==> src/mld_pkg.sv <==
package mld_pkg;

  // register map
  localparam int APB_ADDR_WIDTH = 3;
  localparam logic [APB_ADDR_WIDTH-1:0] ADDR_SENSITIVITY = 3'd0;
  localparam int APB_DATA_WIDTH = 32;

  localparam int SENS_WIDTH = 16;
  localparam logic [SENS_WIDTH-1:0] SENS_RESET = 16'd26;

  // field widths
  localparam int DIR_WIDTH   = 16;
  localparam int YAW_WIDTH   = 9;
  localparam int PITCH_WIDTH = 8;

  // CORDIC number formats: angle in radians Q2.30, vector Q2.30 with headroom
  localparam int ANGLE_WIDTH    = 33;
  localparam int VEC_WIDTH      = 34;
  localparam int TRIG_WIDTH     = 32;
  localparam int PROD_WIDTH     = 2 * TRIG_WIDTH;
  localparam int ATAN_ENTRIES   = 24;
  localparam int ATAN_IDX_WIDTH = 5;

  localparam logic signed [ANGLE_WIDTH-1:0] DEG_Q30  = 33'sd18740330;
  localparam logic signed [VEC_WIDTH-1:0]   GAIN_Q30 = 34'sd652032875;

  localparam int YAW_FULL = 360;
  localparam int YAW_HALF = 180;
  localparam int YAW_QTR  = 90;
  localparam int YAW_3QTR = 270;

  typedef logic signed [DIR_WIDTH-1:0]   dir_t;
  typedef logic        [YAW_WIDTH-1:0]   yaw_t;
  typedef logic signed [PITCH_WIDTH-1:0] pitch_t;
  typedef logic signed [TRIG_WIDTH-1:0]  trig_t;
  typedef logic signed [PROD_WIDTH-1:0]  prod_t;

  localparam dir_t DIR_MAX = 16'sh7fff;
  localparam dir_t DIR_MIN = 16'sh8000;

  // arctangent of 2^-i, radians Q2.30
  function automatic logic signed [ANGLE_WIDTH-1:0] atan_q30(
    input logic [ATAN_IDX_WIDTH-1:0] idx
  );
    logic signed [ANGLE_WIDTH-1:0] v;
    unique case (idx)
      5'd0:  v = 33'sd843314857;
      5'd1:  v = 33'sd497837830;
      5'd2:  v = 33'sd263043837;
      5'd3:  v = 33'sd133525159;
      5'd4:  v = 33'sd67021687;
      5'd5:  v = 33'sd33543516;
      5'd6:  v = 33'sd16775851;
      5'd7:  v = 33'sd8388437;
      5'd8:  v = 33'sd4194283;
      5'd9:  v = 33'sd2097149;
      5'd10: v = 33'sd1048576;
      5'd11: v = 33'sd524288;
      5'd12: v = 33'sd262144;
      5'd13: v = 33'sd131072;
      5'd14: v = 33'sd65536;
      5'd15: v = 33'sd32768;
      5'd16: v = 33'sd16384;
      5'd17: v = 33'sd8192;
      5'd18: v = 33'sd4096;
      5'd19: v = 33'sd2048;
      5'd20: v = 33'sd1024;
      5'd21: v = 33'sd512;
      5'd22: v = 33'sd256;
      5'd23: v = 33'sd128;
      default: v = '0;
    endcase
    return v;
  endfunction

  function automatic dir_t sat_dir(input logic signed [PROD_WIDTH-46:0] v);
    dir_t r;
    if (v > (PROD_WIDTH-45)'(DIR_MAX)) r = DIR_MAX;
    else if (v < (PROD_WIDTH-45)'(DIR_MIN)) r = DIR_MIN;
    else r = v[DIR_WIDTH-1:0];
    return r;
  endfunction

  // Q2.30 x Q2.30 product to Q1.15, round half up, saturate
  function automatic dir_t round_prod(input prod_t p);
    prod_t s;
    s = p + (prod_t'(1) <<< 44);
    return sat_dir(s[PROD_WIDTH-1:45]);
  endfunction

  // single Q2.30 value to Q1.15, round half up, saturate
  function automatic dir_t round_single(input trig_t v);
    logic signed [TRIG_WIDTH:0] s;
    s = (TRIG_WIDTH+1)'(v) + (TRIG_WIDTH+1)'(17'sd16384);
    return sat_dir((PROD_WIDTH-45)'($signed(s[TRIG_WIDTH:15])));
  endfunction

endpackage

==> src/mld_cordic.sv <==
// Rotation-mode CORDIC, one micro-rotation per cycle.
module mld_cordic #(
  parameter int STEPS = 16
) (
  input  logic            clk,
  input  logic            rst,
  input  logic            start,
  input  mld_pkg::pitch_t angle,   // whole degrees, within +/-90
  output logic            done,
  output mld_pkg::trig_t  cos_q30,
  output mld_pkg::trig_t  sin_q30
);
  import mld_pkg::*;

  localparam int IW = $clog2(STEPS);

  logic signed [VEC_WIDTH-1:0]   x, y, x_sh, y_sh;
  logic signed [ANGLE_WIDTH-1:0] z, atan_v;
  logic [IW-1:0]                 step;
  logic                          running;

  assign x_sh    = x >>> step;
  assign y_sh    = y >>> step;
  assign atan_v  = atan_q30(ATAN_IDX_WIDTH'(step));
  assign cos_q30 = x[TRIG_WIDTH-1:0];
  assign sin_q30 = y[TRIG_WIDTH-1:0];

  always_ff @(posedge clk) begin
    if (rst) begin
      running <= 1'b0;
      done    <= 1'b0;
      step    <= '0;
    end else begin
      done <= 1'b0;
      if (start) begin
        running <= 1'b1;
        step    <= '0;
        x       <= GAIN_Q30;
        y       <= '0;
        z       <= ANGLE_WIDTH'(angle) * DEG_Q30;
      end else if (running) begin
        if (z >= 0) begin
          x <= x - y_sh;
          y <= y + x_sh;
          z <= z - atan_v;
        end else begin
          x <= x + y_sh;
          y <= y - x_sh;
          z <= z + atan_v;
        end
        if (step == IW'(STEPS - 1)) begin
          running <= 1'b0;
          done    <= 1'b1;
        end else begin
          step <= step + 1'b1;
        end
      end
    end
  end

endmodule

==> config.mk <==
export PLATFORM = sky130hd
export DESIGN_NAME = mld_cordic
export DESIGN_NICKNAME = d
export VERILOG_FILES = /design/src/mld_pkg.sv /design/src/mld_cordic.sv
export SDC_FILE = /design/constraint.sdc
export NUM_CORES = 1
export LEC_CHECK = 0
export BUFFER_PORTS_ARGS = -buffer_cell sky130_fd_sc_hd__buf_2
export CORE_MARGIN = 10
export CORE_UTILIZATION = 49
export CTS_BUF_LIST = sky130_fd_sc_hd__clkbuf_4 sky130_fd_sc_hd__clkbuf_8
export CTS_CLUSTER_SIZE = 24
export DETAILED_ROUTE_END_ITERATION = 8
export PLACE_DENSITY = 0.66
export SYNTH_ARGS = -nofsm -noshare
export SYNTH_HDL_FRONTEND = slang
export SYNTH_SLANG_ARGS = --single-unit
==> constraint.sdc <==
create_clock -name clk -period 17.7 [get_ports clk]
set_input_delay 2.655 -clock clk [delete_from_list [all_inputs] [get_ports clk]]
set_output_delay 2.655 -clock clk [all_outputs]
set_load 0.005 [all_outputs]
==> flow_summary_export.csv, run 1 <==
group,metric,value,unit
status,status,"completed",
floorplan,fp.dieH,216,um
drt,wl_per_cell,19.7,um
hold_path,hp-class,"register to register",
logic_synthesis,syn_inst,2176,
critical_path,crit_type,"register to register",
drt,first_pass_iters,5,
logic_synthesis,ys.warnings.count,0,
drt,drt-initial-drc-count,1220,
power,power.density,152,mW/mm^2
clock_network,postCtsSetupRepairBufs,0,
logic_synthesis,synth-xor-area-share,0.0881,
drt,vias,16100,
critical_path,path_max_fanout,51,
timing,worst_pin_slew,1.03,ns
cells_and_area,postLayoutCellArea,0.0196,sq mm
logic_synthesis,synthAdderAreaFrac,0.177,
cells_and_area,finalNetCount,2387,
floorplan,die_area,0.0468,sq mm
logic_synthesis,synth.avg_cell_area,8.68,sq um
critical_path,path_cells,"buf_4, mux4_2, mux2i_1, nand2_1, o21ai_0, ha_1, nand2_1, nor3_2, nand3_1, o21ai_0, xnor2_1, ha_1, a21oi_1, a21boi_0, a311o_1, a21oi_1, a31oi_1, o31ai_1, o31ai_1, o21ai_0, o31ai_1, mux2_2",
clock_network,cts_resized,0,
flow_run,maxCapViolations,0,
drt,wirelength,52.3,mm
drt,avgViaCountPerCell,6.06,
clock_network,cts_buffer_depth,2,
cells_and_area,num_antenna_cells,0,
timing,max_slew_margin,0.314,
power,vdd_ir_drop_max,0.0621,mV
logic_synthesis,netlist-cell-type-count,79,
clock_network,hold_buffers,0,
timing,fin_crit,7.37,ns
logic_synthesis,yosys.area_share.simple,0.148,
critical_path,worstPathArrival,7.64,ns
logic_synthesis,synth_compound_area_frac,0.184,
global_route,grt_antenna_before_repair,1,
critical_path,endpoint_kind,"register",
logic_synthesis,synthFlopType,"edfxtp_1",
clock_network,cts_max_level,4,
global_route,grt_use_total,0.218,
timing,fin_setup_tns,0,ns
global_route,grt_pass1_vias,15800,
place,post_dp_cell_area,0.0192,sq mm
logic_synthesis,async_flop_share,0,
global_route,grt_max_degree,81,
power,p_leak,0.00842,uW
place,post-dp-hpwl,40.3,mm
critical_path,slowest_stage,"buf_4",
critical_path,startpoint_type,"register",
critical_path,max_stage_delay,0.73,ns
clock_network,clock_latency,0.51,ns
timing,finClkSkew,0.0226,ns
floorplan,num_rows,71,
clock_network,clkTransAtPathRegs,0.11,ns
cells_and_area,syn2layout_area_growth,3.95,%
logic_synthesis,synth_top_family_by_area,"compound AO/OA/AOI/OAI gates",
logic_synthesis,synth_edf_count,101,
floorplan,core,0.0378,sq mm
floorplan,ioPinCount,76,
critical_path,cp_top_family,"compound AO/OA/AOI/OAI gates",
global_route,grt_pass1_wl,83.1,mm
timing,grt_setup_unrepaired,"no",
global_route,gr-total-overflow,0,
critical_path,worst-endpoint-required,17.97,ns
timing,timing.fmax,136,MHz
place,place.gp.congestion,0.946,
clock_network,numCtsBuffers,17,
timing,period_share,0.416,
timing,slew_viol_final,0,
floorplan,start_util,0.499,
critical_path,crit_buf_inv,1,
logic_synthesis,synthMuxAreaShare,0.129,
clock_network,cts.sinks,136,
drt,drc_errors,0,
logic_synthesis,ys_seq_area_frac,0.198,
place,io_buffers,75,
logic_synthesis,synth_area,0.0189,sq mm
cells_and_area,final_cell_mix,"206 x nand2_1, 191 x ha_1, 165 x nor2_1, 149 x inv_1, 145 x o21ai_0",
timing,hold_viol_final,0,
clock_network,cts_tree,"yes",
cells_and_area,final_common_cell,"nand2_1",
logic_synthesis,synth-seq-cells,136,
drt,drtAntennaViolNets,0,
floorplan,die_w,216,um
clock_network,root_buffer,"clkbuf_8",
cells_and_area,drive_gt1_frac,0.118,
logic_synthesis,syn_nets,2426,
timing,finalSetupViolCount,0,
worst register-to-register path, stage by stage, from the launching register on:
cell and delay (ns):
dfxtp_4 0.69, buf_4 0.73, mux4_2 0.68, mux2i_1 0.26, nand2_1 0.10, o21ai_0 0.15, ha_1 0.22, nand2_1 0.08
nor3_2 0.36, nand3_1 0.27, o21ai_0 0.27, xnor2_1 0.16, ha_1 0.31, a21oi_1 0.31, a21boi_0 0.22, a311o_1 0.16
a21oi_1 0.07, a31oi_1 0.37, o31ai_1 0.18, o31ai_1 0.56, o21ai_0 0.31, o31ai_1 0.30, mux2_2 0.37
per-stage QoR:
| stage | hold WS (ns) | instances | worst slack (ns) | total power [uW] | utilization |
|---|---|---|---|---|---|
| 3_5_place_dp | 0.565 | 2629 | 9.86 | 2660 | 0.507 |
| 4_1_cts | 0.575 | 2661 | 10.41 | 2980 | 0.519 |
| 3_3_place_gp | 0.557 | 2629 | 9.93 | 2620 | 0.507 |
| 6_report | 0.576 | 2661 | 10.33 | 2990 | 0.519 |
| 2_1_floorplan | 0.493 | 2176 | 9.69 | 2220 | - |
| 5_1_grt | 0.622 | 2661 | 9.77 | 3260 | 0.519 |
cell families after synthesis:
logic type,count (synthesis)
adder cells (fa/ha/maj),239
flip-flops,136
buffers and inverters,302
multiplexers,163
AND/OR/NAND/NOR,596
AO/OA/AOI/OAI,550
XOR/XNOR,190
where the power goes:
group / switching, uW / internal [uW] / total, uW
Sequential: 119 / 478 / 597
Combinational: 1170 / 917 / 2090
Clock: 167 / 135 / 302
Total: 1460 / 1530 / 2990
Yosys cell counts (5+ instances only):
master | instances | area [sq um]
buf_1 | 18 | 67.6
nand4_1 | 10 | 62.6
nand2b_1 | 28 | 175
a21o_1 | 49 | 368
buf_2 | 14 | 70.1
a21oi_1 | 141 | 706
o21ai_0 | 145 | 726
and2_1 | 10 | 62.6
and3_1 | 20 | 125
a21boi_0 | 7 | 52.6
nor2b_1 | 18 | 113
or2_2 | 16 | 100
nor3b_1 | 6 | 45.0
or4_1 | 10 | 75.1
nor4_1 | 7 | 43.8
a41oi_1 | 6 | 52.6
xor2_1 | 90 | 788
o41ai_1 | 7 | 61.3
or3_1 | 12 | 75.1
mux4_2 | 61 | 1370
nand3_1 | 36 | 180
ha_1 | 191 | 2390
mux2_2 | 30 | 338
inv_1 | 150 | 563
a211oi_1 | 34 | 255
mux2i_1 | 72 | 721
o21bai_1 | 20 | 150
o22ai_1 | 5 | 31.3
a31o_2 | 5 | 43.8
nor2_1 | 166 | 623
a2111oi_0 | 5 | 43.8
clkbuf_1 | 48 | 180
nand2_1 | 206 | 773
o31ai_1 | 39 | 293
fa_1 | 48 | 961
edfxtp_1 | 101 | 3030
a31oi_1 | 21 | 131
xnor2_1 | 100 | 876
nor3_1 | 31 | 155
o21a_1 | 22 | 165
dfxtp_1 | 35 | 701
buf_4 | 65 | 488
o211ai_1 | 5 | 37.5
worst paths after layout:
check	startpoint	endpoint	slack, ns	cells after the start
worst min-delay path	running$_SDFF_PP0_	done$_SDFF_PP0_	0.58	2
worst max-delay path	step[1]$_SDFFE_PP0P_	y[32]$_SDFFCE_PP0P_	10.33	22
worst min register to register	running$_SDFF_PP0_	done$_SDFF_PP0_	0.58	2
worst max register to register	step[1]$_SDFFE_PP0P_	y[32]$_SDFFCE_PP0P_	10.33	22
cell type report:
type	count	area (sq um)
clock inverters	15	204
well taps	511	639
multi-input cells	1738	13700
flip-flops and latches	136	3740
fillers	3597	18200
inverters	154	578
repair buffers	90	490
clock buffers	17	234
sequential cells by signal (all words and copies together) (netlist names):
| name | cells |
|---|---|
| atan_v | 29 |
| done | 1 |
| running | 1 |
| step | 4 |
| x | 34 |
| y | 34 |
| z | 33 |
layer usage:
metal | GRT usage | vias to the layer above | part of all wire | routed length, um
li1 | - | 7747 | - | -
met1 | 0.257 | 7794 | 0.42 | 21800
met2 | 0.383 | 483 | 0.49 | 25800
met3 | 0.0348 | 109 | 0.052 | 2700
met4 | 0.0962 | 2 | 0.039 | 2030
met5 | 0 | - | 0.00025 | 13
Note: power is estimated with default switching activity, not from simulation.
==> inputs of run 2 (changes only) <==
clock period = 7 ns   (was 17.7 ns; I/O delays follow)
==> run 2 against run 1 <==
Hold slack worse by 0.0026 ns. Maximum frequency grew 15%. Sequential share of layout area rose by 0.076 points. Sequential power rose to 2.6 times the previous value. Core utilization shrank 0.20 points. Register-to-register slack lost 9.7 ns. Highest routed layer unchanged. Combinational power grew to 2.5 times the previous value. Largest cell class unchanged. Critical path depth shrank 3. Clock skew shrank 0.0041 ns. Flip-flop and latch count unchanged. Worst setup slack worse by 9.7 ns. First-iteration DRC count is 1.4% lower.
==> flow_summary_export.csv, run 2 (synthesized netlist as in run 1, its figures left out) <==
group,metric,value,unit
status,status,"completed",
clock_network,cts_max_level,4,
clock_network,cts_resized,0,
timing,finClkSkew,0.0185,ns
clock_network,clock_latency,0.51,ns
place,post-dp-hpwl,40.6,mm
floorplan,fp.dieH,216,um
global_route,gr-total-overflow,0,
clock_network,cts.sinks,136,
critical_path,endpoint_kind,"register",
critical_path,crit_type,"register to register",
power,finalPower,7420,uW
timing,worst_pin_slew,0.969,ns
drt,wirelength,52.3,mm
global_route,grt_antenna_before_repair,1,
timing,finalWorstSetupSlack,0.596,ns
drt,drtAntennaViolNets,0,
power,p_leak,0.00838,uW
floorplan,start_util,0.499,
cells_and_area,drive_gt1_frac,0.118,
critical_path,worst-endpoint-required,7.25,ns
cells_and_area,reg.largest.list,"x x34, y x34, z x33",
clock_network,postCtsSetupRepairBufs,0,
clock_network,cts_buffer_depth,2,
floorplan,num_rows,71,
global_route,grt_pass1_vias,16000,
place,place.gp.congestion,0.934,
place,dp_slack,0.727,ns
hold_path,hp-class,"register to register",
drt,wl_per_cell,19.7,um
hold_path,hold_path.startpoint,"running$_SDFF_PP0_",
cells_and_area,final_common_cell,"nand2_1",
timing,holdWs,0.573,ns
critical_path,max_stage_delay,0.78,ns
critical_path,slowest_stage,"dfxtp_4",
timing,fin_setup_tns,0,ns
global_route,grt_pass1_wl,84.5,mm
timing,slew_viol_final,0,
flow_run,maxCapViolations,0,
place,io_buffers,75,
critical_path,path_cells,"buf_4, mux4_2, mux2i_1, mux2_2, o211a_1, nand3_1, o21ai_0, xnor2_1, ha_1, a21oi_1, a21boi_0, a311o_1, a21oi_1, a31oi_1, o31ai_1, o31ai_1, o21ai_0, o31ai_1, mux2_2",
clock_network,cts_tree,"yes",
drt,drt-initial-drc-count,1203,
drt,vias,16100,
critical_path,crit_top_cell,"o31ai_1",
cells_and_area,fillers,3624,
drt,drc_errors,0,
floorplan,die_w,216,um
cells_and_area,final_cell_mix,"206 x nand2_1, 191 x ha_1, 165 x nor2_1, 149 x inv_1, 145 x o21ai_0",
cells_and_area,num_antenna_cells,0,
critical_path,startpoint,"step[2]$_SDFFE_PP0P_",
power,vdd_ir_drop_max,0.158,mV
timing,hold_viol_final,0,
timing,period_share,0.915,
global_route,grt_max_degree,81,
clock_network,numCtsBuffers,17,
cells_and_area,syn2layout_area_growth,3.54,%
timing,finalSetupViolCount,0,
critical_path,path_max_fanout,48,
clock_network,clkTransAtPathRegs,0.08,ns
timing,max_slew_margin,0.353,
drt,avgViaCountPerCell,6.04,
floorplan,ioPinCount,76,
critical_path,startpoint_type,"register",
critical_path,timing.rr.start,"step[2]$_SDFFE_PP0P_",
timing,timing.fmax,156,MHz
timing,fin_crit,6.40,ns
timing,grt_setup_unrepaired,"no",
floorplan,die_area,0.0468,sq mm
critical_path,worstPathArrival,6.66,ns
drt,first_pass_iters,5,
clock_network,hold_buffers,0,
power,power.density,379,mW/mm^2
global_route,grt_use_total,0.221,
cells_and_area,finalNetCount,2387,
floorplan,core,0.0378,sq mm
clock_network,root_buffer,"clkbuf_8",
## run 2: cell count changes in the layout (fill, tap and decap cells not counted), moves of 2 or more
cell | previous run | this run
bufinv_16 | 2 | 0
clkinv_2 | 0 | 3
clkinv_8 | 2 | 0
clkinvlp_4 | 0 | 2
inv_4 | 0 | 3
inv_8 | 6 | 0
## run 2: routing by layer
| metal | share of wire | vias up | GRT usage | wire [um] |
|---|---|---|---|---|
| met1 | 0.41 | 7704 | 0.262 | 21500 |
| met2 | 0.49 | 498 | 0.386 | 25900 |
| met4 | 0.042 | 2 | 0.0976 | 2200 |
| met5 | 0.00025 | - | 0 | 13 |
| li1 | - | 7747 | - | - |
| met3 | 0.052 | 117 | 0.0359 | 2700 |
## run 2: metrics by stage
stage                     std cells  cell area (sq um)   util
after global placement         2629              19200  0.507
final                          2661              19500  0.517
after CTS                      2661              19500  0.517
after detailed placement       2629              19200  0.507
after global routing           2661              19500  0.517
after floorplan                2176              18900      -
## run 2: power by group
part / leakage [uW] / internal (uW) / switching, uW / total (uW)
sequential: 0.00125 / 1210 / 346 / 1550
clock: 0.000182 / 261 / 370 / 631
combinational: 0.00695 / 2310 / 2920 / 5230
total: 0.00838 / 3780 / 3630 / 7420
## run 2: layout make-up
type,count,area [sq um],area share
clock inverter,13,92.6,0.00474
inverter,154,578,0.0296
multi-input combinational,1738,13700,0.703
clock buffer,19,255,0.0131
sequential,136,3740,0.192
tap,511,639,0.0327
timing repair buffer,90,503,0.0257
## run 2: critical path, delay by kind of cell (launching register included)
kind / cells / cell delay (ns)
buffers and inverters: 1 / 0.52
adders and majority gates: 1 / 0.30
DFF: 1 / 0.78
xor gates and xnor gates: 1 / 0.15
AOI/OAI and AO/OA: 11 / 2.76
muxes: 4 / 1.45
and+or+nand+nor: 1 / 0.17
## run 2: final timing paths
path | slack (ns) | endpoint | cells after the start
max | 0.60 | y[32]$_SDFFCE_PP0P_ | 19
min | 0.57 | done$_SDFF_PP0_ | 2
max reg2reg | 0.60 | y[32]$_SDFFCE_PP0P_ | 19
min reg2reg | 0.57 | done$_SDFF_PP0_ | 2
